<file path="src/design/periodic_event_timer_queue_assert.svh">
// assertion macros for the periodic event timer queue
// depends on clk and rst_n being visible in the including module
`ifndef PERIODIC_EVENT_TIMER_QUEUE_ASSERT_SVH
`define PERIODIC_EVENT_TIMER_QUEUE_ASSERT_SVH

// same-cycle implication, quiet while reset is asserted
`define PETQ_ASSERT_IMPL(label, ante, cons, msg) \
    label: assert property (@(posedge clk) disable iff (!rst_n) (ante) |-> (cons)) \
        else $error(msg);

// next-cycle implication, quiet while reset is asserted
`define PETQ_ASSERT_NEXT(label, ante, cons, msg) \
    label: assert property (@(posedge clk) disable iff (!rst_n) (ante) |=> (cons)) \
        else $error(msg);

`endif

</file>
<file path="src/design/petq_pkg.sv">
// types and constants for the periodic event timer queue
// no dependencies
package petq_pkg;

    localparam int QUEUE_DEPTH = 16;
    localparam int ID_BITS     = 8;
    localparam int TIME_W      = 63;
    localparam int PERIOD_W    = 32;
    localparam int PTR_W       = $clog2(QUEUE_DEPTH);
    localparam int CNT_W       = $clog2(QUEUE_DEPTH + 1);

    localparam logic [PTR_W:0]    DEPTH_WRAP = (PTR_W + 1)'(QUEUE_DEPTH);
    localparam logic [CNT_W-1:0]  DEPTH_CNT  = CNT_W'(QUEUE_DEPTH);
    localparam logic [TIME_W-1:0] TIME_MAX   = {TIME_W{1'b1}};

    localparam logic MODE_ADD = 1'b0;
    localparam logic MODE_POP = 1'b1;

    localparam logic [1:0] STATUS_OK   = 2'd0;
    localparam logic [1:0] STATUS_FULL = 2'd1;
    localparam logic [1:0] STATUS_NONE = 2'd2;

    typedef struct packed {
        logic [TIME_W-1:0]   due_time;
        logic [PERIOD_W-1:0] period;
        logic [ID_BITS-1:0]  id;
    } entry_t;

endpackage

</file>
<file path="src/design/periodic_event_timer_queue.sv">
// Sequence: an add runs ST_INS_START, then, unless the queue is empty, an insertion pass
// over the entry memory, one entry per cycle from the tail, then ST_FINISH; a pop checks the
// head in ST_POP_CHK, a periodic pop re-inserts it; a dropped add or empty pop goes to ST_FINISH
// Throughput: one item at a time, next item taken once the result is registered.
// Reset: asynchronous, active low; clears the fill count, head pointer and control,
// the entry memory is not cleared.
// top level: sorted event queue kept in a circular memory; depends on petq_pkg
// and periodic_event_timer_queue_assert.svh
`include "periodic_event_timer_queue_assert.svh"

module periodic_event_timer_queue (
    input  logic                          clk,
    input  logic                          rst_n,
    // input item channel
    input  logic                          in_valid,
    output logic                          in_stall,
    input  logic                          mode,
    input  logic [petq_pkg::TIME_W-1:0]   due_time,
    input  logic [petq_pkg::PERIOD_W-1:0] repeat_period,
    input  logic [petq_pkg::ID_BITS-1:0]  event_id,
    input  logic [petq_pkg::TIME_W-1:0]   now_time,
    // result item channel
    output logic                          out_valid,
    input  logic                          out_stall,
    output logic                          popped_valid,
    output logic [petq_pkg::ID_BITS-1:0]  popped_id,
    output logic [petq_pkg::TIME_W-1:0]   popped_time,
    output logic [petq_pkg::PERIOD_W-1:0] popped_period,
    output logic [1:0]                    status
);

    // sequencer states
    localparam logic [2:0] ST_IDLE      = 3'd0;
    localparam logic [2:0] ST_POP_CHK   = 3'd1;
    localparam logic [2:0] ST_INS_START = 3'd2;
    localparam logic [2:0] ST_INS       = 3'd3;
    localparam logic [2:0] ST_WR_HEAD   = 3'd4;
    localparam logic [2:0] ST_FINISH    = 3'd5;

    // logical queue position to physical memory address, wrapping at the depth
    function automatic logic [petq_pkg::PTR_W-1:0] wrap_addr(
        input logic [petq_pkg::PTR_W-1:0] base,
        input logic [petq_pkg::PTR_W-1:0] offs
    );
        logic [petq_pkg::PTR_W:0] sum;
        sum = {1'b0, base} + {1'b0, offs};
        if (sum >= petq_pkg::DEPTH_WRAP)
        begin
            sum = sum - petq_pkg::DEPTH_WRAP;
        end
        return sum[petq_pkg::PTR_W-1:0];
    endfunction

    // due time advanced by the period, capped at the largest time
    function automatic logic [petq_pkg::TIME_W-1:0] advance_time(
        input logic [petq_pkg::TIME_W-1:0]   t,
        input logic [petq_pkg::PERIOD_W-1:0] p
    );
        logic [petq_pkg::TIME_W:0] sum;
        sum = {1'b0, t} + (petq_pkg::TIME_W + 1)'(p);
        return sum[petq_pkg::TIME_W] ? petq_pkg::TIME_MAX : sum[petq_pkg::TIME_W-1:0];
    endfunction

    // entry memory: one write port, one registered read port
    petq_pkg::entry_t mem [petq_pkg::QUEUE_DEPTH];
    petq_pkg::entry_t rd_data_reg;
    logic [petq_pkg::PTR_W-1:0] rd_addr;
    logic                       wr_en;
    logic [petq_pkg::PTR_W-1:0] wr_addr;
    petq_pkg::entry_t           wr_data;

    // control state
    logic [2:0]                 state_reg, state_next;
    logic [petq_pkg::PTR_W-1:0] head_reg, head_next;
    logic [petq_pkg::CNT_W-1:0] count_reg, count_next;
    logic [petq_pkg::PTR_W-1:0] k_reg, k_next;
    logic                       out_valid_reg, out_valid_next;

    // payload held while an item is in flight
    petq_pkg::entry_t            new_reg, new_next;
    logic [petq_pkg::TIME_W-1:0] now_reg, now_next;
    logic                        res_valid_reg, res_valid_next;
    petq_pkg::entry_t            res_reg, res_next;
    logic [1:0]                  res_status_reg, res_status_next;

    // registered result
    logic                          popped_valid_reg;
    logic [petq_pkg::ID_BITS-1:0]  popped_id_reg;
    logic [petq_pkg::TIME_W-1:0]   popped_time_reg;
    logic [petq_pkg::PERIOD_W-1:0] popped_period_reg;
    logic [1:0]                    status_reg;
    logic                          out_load;

    assign in_stall      = (state_reg != ST_IDLE);
    assign out_valid     = out_valid_reg;
    assign popped_valid  = popped_valid_reg;
    assign popped_id     = popped_id_reg;
    assign popped_time   = popped_time_reg;
    assign popped_period = popped_period_reg;
    assign status        = status_reg;

    always_comb
    begin
        state_next      = state_reg;
        head_next       = head_reg;
        count_next      = count_reg;
        k_next          = k_reg;
        new_next        = new_reg;
        now_next        = now_reg;
        res_valid_next  = res_valid_reg;
        res_next        = res_reg;
        res_status_next = res_status_reg;
        rd_addr         = head_reg;
        wr_en           = 1'b0;
        wr_addr         = head_reg;
        wr_data         = new_reg;
        out_load        = 1'b0;

        case (state_reg)
            ST_IDLE:
            begin
                // the head entry is read every idle cycle, so a pop finds it next cycle
                if (in_valid)
                begin
                    res_valid_next  = 1'b0;
                    res_next        = '0;
                    res_status_next = petq_pkg::STATUS_OK;
                    now_next        = now_time;
                    new_next        = '{due_time: due_time, period: repeat_period,
                                        id: event_id};
                    if (mode == petq_pkg::MODE_POP)
                    begin
                        if (count_reg == '0)
                        begin
                            res_status_next = petq_pkg::STATUS_NONE;
                            state_next      = ST_FINISH;
                        end
                        else
                        begin
                            state_next = ST_POP_CHK;
                        end
                    end
                    else if (count_reg == petq_pkg::DEPTH_CNT)
                    begin
                        res_status_next = petq_pkg::STATUS_FULL;
                        state_next      = ST_FINISH;
                    end
                    else
                    begin
                        state_next = ST_INS_START;
                    end
                end
            end

            ST_POP_CHK:
            begin
                // head is due only when strictly earlier than the cutoff
                if (rd_data_reg.due_time < now_reg)
                begin
                    res_valid_next = 1'b1;
                    res_next       = rd_data_reg;
                    head_next      = wrap_addr(head_reg, petq_pkg::PTR_W'(1));
                    count_next     = count_reg - petq_pkg::CNT_W'(1);
                    if (rd_data_reg.period != '0)
                    begin
                        new_next = '{due_time: advance_time(rd_data_reg.due_time,
                                                            rd_data_reg.period),
                                     period: rd_data_reg.period, id: rd_data_reg.id};
                        state_next = ST_INS_START;
                    end
                    else
                    begin
                        state_next = ST_FINISH;
                    end
                end
                else
                begin
                    res_status_next = petq_pkg::STATUS_NONE;
                    state_next      = ST_FINISH;
                end
            end

            ST_INS_START:
            begin
                if (count_reg == '0)
                begin
                    wr_en      = 1'b1;
                    wr_addr    = head_reg;
                    count_next = count_reg + petq_pkg::CNT_W'(1);
                    state_next = ST_FINISH;
                end
                else
                begin
                    // start at the tail entry
                    k_next     = petq_pkg::PTR_W'(count_reg - petq_pkg::CNT_W'(1));
                    rd_addr    = wrap_addr(head_reg, k_next);
                    state_next = ST_INS;
                end
            end

            ST_INS:
            begin
                // rd_data_reg holds entry k; it moves up one place or the new one lands above it
                wr_en   = 1'b1;
                wr_addr = wrap_addr(head_reg, k_reg + petq_pkg::PTR_W'(1));
                if (rd_data_reg.due_time <= new_reg.due_time)
                begin
                    wr_data    = new_reg;
                    count_next = count_reg + petq_pkg::CNT_W'(1);
                    state_next = ST_FINISH;
                end
                else
                begin
                    wr_data = rd_data_reg;
                    if (k_reg == '0)
                    begin
                        state_next = ST_WR_HEAD;
                    end
                    else
                    begin
                        k_next  = k_reg - petq_pkg::PTR_W'(1);
                        rd_addr = wrap_addr(head_reg, k_next);
                    end
                end
            end

            ST_WR_HEAD:
            begin
                // new entry is the earliest of all
                wr_en      = 1'b1;
                wr_addr    = head_reg;
                count_next = count_reg + petq_pkg::CNT_W'(1);
                state_next = ST_FINISH;
            end

            ST_FINISH:
            begin
                // result moves to the output register once it is free
                if (!out_valid_reg || !out_stall)
                begin
                    out_load   = 1'b1;
                    state_next = ST_IDLE;
                end
            end

            default:
            begin
                state_next = ST_IDLE;
            end
        endcase
    end

    always_comb
    begin
        out_valid_next = out_valid_reg;
        if (out_load)
        begin
            out_valid_next = 1'b1;
        end
        else if (!out_stall)
        begin
            out_valid_next = 1'b0;
        end
    end

    // entry memory
    always_ff @(posedge clk)
    begin
        if (wr_en)
        begin
            mem[wr_addr] <= wr_data;
        end
        rd_data_reg <= mem[rd_addr];
    end

    // control registers
    always_ff @(posedge clk or negedge rst_n)
    begin
        if (!rst_n)
        begin
            state_reg     <= ST_IDLE;
            head_reg      <= '0;
            count_reg     <= '0;
            k_reg         <= '0;
            out_valid_reg <= 1'b0;
        end
        else
        begin
            state_reg     <= state_next;
            head_reg      <= head_next;
            count_reg     <= count_next;
            k_reg         <= k_next;
            out_valid_reg <= out_valid_next;
        end
    end

    // payload registers
    always_ff @(posedge clk)
    begin
        new_reg        <= new_next;
        now_reg        <= now_next;
        res_valid_reg  <= res_valid_next;
        res_reg        <= res_next;
        res_status_reg <= res_status_next;
        if (out_load)
        begin
            popped_valid_reg  <= res_valid_next;
            popped_id_reg     <= res_next.id;
            popped_time_reg   <= res_next.due_time;
            popped_period_reg <= res_next.period;
            status_reg        <= res_status_next;
        end
    end

    // checks
    `PETQ_ASSERT_IMPL(a_count_bound, 1'b1, count_reg <= petq_pkg::DEPTH_CNT,
        "entry count above queue depth")
    `PETQ_ASSERT_IMPL(a_ins_index, state_reg == ST_INS, ({1'b0, k_reg} < count_reg),
        "insertion index outside the stored entries")
    `PETQ_ASSERT_NEXT(a_full_drop,
        in_valid && !in_stall && mode == petq_pkg::MODE_ADD &&
        count_reg == petq_pkg::DEPTH_CNT,
        count_reg == petq_pkg::DEPTH_CNT && state_reg == ST_FINISH,
        "add to a full queue changed the count")
    `PETQ_ASSERT_NEXT(a_finish_load,
        state_reg == ST_FINISH && !(out_valid_reg && out_stall),
        out_valid_reg && state_reg == ST_IDLE,
        "finished item not handed to the output register")
    `PETQ_ASSERT_NEXT(a_accept_busy, in_valid && !in_stall, state_reg != ST_IDLE,
        "accepted item did not start work")

endmodule
</file>
<file path="config.mk">
export PLATFORM = sky130hd
export DESIGN_NAME = periodic_event_timer_queue
export DESIGN_NICKNAME = d
export VERILOG_FILES = /design/src/design/petq_pkg.sv /design/src/design/periodic_event_timer_queue.sv
export VERILOG_INCLUDE_DIRS = /design/src /design/src/design
export SDC_FILE = /design/constraint.sdc
export NUM_CORES = 2
export LEC_CHECK = 0
export BUFFER_PORTS_ARGS = -buffer_cell sky130_fd_sc_hd__buf_4
export CAP_MARGIN = 20
export CORE_UTILIZATION = 45
export CTS_BUF_LIST = sky130_fd_sc_hd__clkbuf_16
export DETAILED_ROUTE_END_ITERATION = 8
export PLACE_DENSITY = 0.65
export RECOVER_POWER = 100
export SLEW_MARGIN = 25
export SYNTH_ARGS = -nofsm -noshare
export SYNTH_HDL_FRONTEND = slang
export SYNTH_SLANG_ARGS = --single-unit
</file>
<file path="constraint.sdc">
create_clock -name clk -period 16.7 [get_ports clk]
set_input_delay 3.34 -clock clk [delete_from_list [all_inputs] [get_ports clk]]
set_output_delay 3.34 -clock clk [all_outputs]
set_load 0.02 [all_outputs]
</file>
==> metrics <==
status finished with violations; failing checks max-capacitance violations, max-slew violations; vias in the first global route 47700; Longest Clk Path Bufs 3; Routed WL per cell 27.6 um; post-synthesis sequential area ratio 70.8%; RSZ-0062 raised after global routing false; worst setup path class reg -> reg; Syn Std Cell Area 0.0879 mm2; Tcrit/Tclk final 69.4%; Core Footprint 0.193 mm2; crit start category flip-flop; commonest non-fill, non-tap cell in the layout edfxtp_1; CTS buffer count 208; Ports 279; Final WS setup 5110 ps; worst rel slew slack -582%; routed via count 48700; crit path DAT 12090 ps; Worst Skew 49.7 ps; Setup crit end kind flip-flop; Synth area leader edfxtp_1; DR DRC count 0; Syn Inst Count 5423; Root Buffer clkbuf_16; Fin Setup TNS 0 ps; Post-Place Worst Slack 9480 ps; Hold Crit Start res_reg[6]; hold buffers post-CTS 0; Starting Density 45.5%; Syn Nets 5768; Slew Viols, Final 2417; fin crit period 11590 ps; Ys Warns 0; 1st-pass router iterations 6; CTS tree yes; WL final 233000 um; IO buf count 278; Die X 444 um; R2R depth 10; max reg flops 1648; number of synthesized register bits 2146; Clk pin slew, worst setup/hold paths 60 ps; ys flop type edfxtp_1; full die area 0.197 mm2; Synth area leaders edfxtp_1 66%, mux2i_1 14%, dfxtp_1 4.8%; final-report hold violation count 0; Iteration-0 DRC Markers 4633; largest register by flop count mem; Critical R2R Launch rd_data_reg[101]; GPL Wtd Cong 0.891; EDFF count, synth 1920; Vias/cell 5.77; top cell type's share of synthesized area 65.6%; first-pass GRT wire length 333000 um; Least-Margin Pin Slew 10230 ps; CTS Sinks 2146; number of setup violations in the final report 0; largest net degree at the start of global routing 136; HP Class reg -> reg; most frequent cells in the layout 1920 x edfxtp_1, 1239 x mux2i_1, 211 x nor2_1, 210 x clkbuf_16; Area growth syn-to-layout 12.3%; hpwl dp 128000 um; layout cells sized above 1 8.47%; antenna violations before repair 14; Achievable Freq 0.0863 GHz; post-cts gate resize count 0; row cnt 161; H-tree Lvls 4; final net count 6078; Synth cell types 69; MaxCap Viol Count 50; Post-synth ARST share 0.792%; chip height 444 um; syn_area_per_cell 16.2 um2; DRT antenna net count 0; hold depth 1; global route overflow 0; Total Routing Usage GR 23.2%; worst skew pair latency 870 ps; Worst Setup SP rd_data_reg[101]; Worst Path Required 17200 ps; crit path max fanout 84; Setup Buffers After CTS 0
routing by layer:
metal / routed length (um) / GRT usage [%] / vias to the layer above
met2: 113000 / 38.6 / 1688
met3: 13900 / 3.23 / 392
li1: - / - / 21600
met5: 51 / 0 / -
met4: 10300 / 9.45 / 8
met1: 95900 / 30.7 / 25100
Yosys cell counts (100+ instances only):
| cell | count |
|---|---|
| nor2_1 | 221 |
| o22ai_1 | 209 |
| edfxtp_1 | 1920 |
| clkbuf_1 | 105 |
| a22o_1 | 106 |
| nand2_1 | 191 |
| a21oi_1 | 109 |
| dfxtp_1 | 209 |
| inv_1 | 151 |
| mux2i_1 | 1243 |
| ha_1 | 170 |
| mux2_2 | 100 |
path summary, 6_finish.rpt:
check / end / slack (ps)
setup reg to reg: mem[5][94] / 5110
min in group asynchronous: out_valid / 2690
hold / removal: res_reg[6] / 480
setup / recovery: mem[5][94] / 5110
max in group asynchronous: head_reg[0] / 13350
hold reg to reg: res_reg[6] / 480
per-stage QoR:
stage | area (um2) | util [%] | std cells | hold slack, ps
floorplan | 87900 | - | 5423 | 432
global placement | 92800 | 48.0 | 8046 | 457
detailed placement | 92900 | 48.0 | 8048 | 459
CTS | 99700 | 51.5 | 8440 | 479
global route | 98700 | 51.0 | 8444 | 490
finish | 98700 | 51.0 | 8446 | 478
cells by family (layout without fill, tap and decap cells):
logic type / after synthesis / in the layout / synth area share (%)
simple gates: 607 / 607 / 3.14
xor+xnor: 76 / 76 / 0.757
other cells: 0 / 5 / 0
flops: 2146 / 2146 / 70.8
fa+ha+maj: 174 / 174 / 2.51
compound gates: 657 / 657 / 5.01
buf+inv: 420 / 912 / 2.33
mux: 1343 / 1343 / 15.4
worst max-delay path: stages (launching register included):
cell and delay (ps):
dfxtp_1 400, ha_1 350, nand3_1 110, nor3_1 880, nand3_1 530, nor3_1 550
nand3_1 290, nand3_1 1380, clkbuf_1 5000, o21ai_0 1070, clkbuf_1 530
cell type report:
class                           instances  area [um2]
Antenna cell                            5        12.5
Clock buffer                          210        5260
Clock inverter                        182        1510
Fill cell                           15900       94700
Inverter                              151         568
Multi-Input combinational cell       2857       23800
Sequential cell                      2146       62300
Tap cell                             2526        3160
Timing Repair Buffer                  369        2200
Power is not shown: default switching activity piles up to over one toggle a cycle in this logic, so the estimate is an artifact.
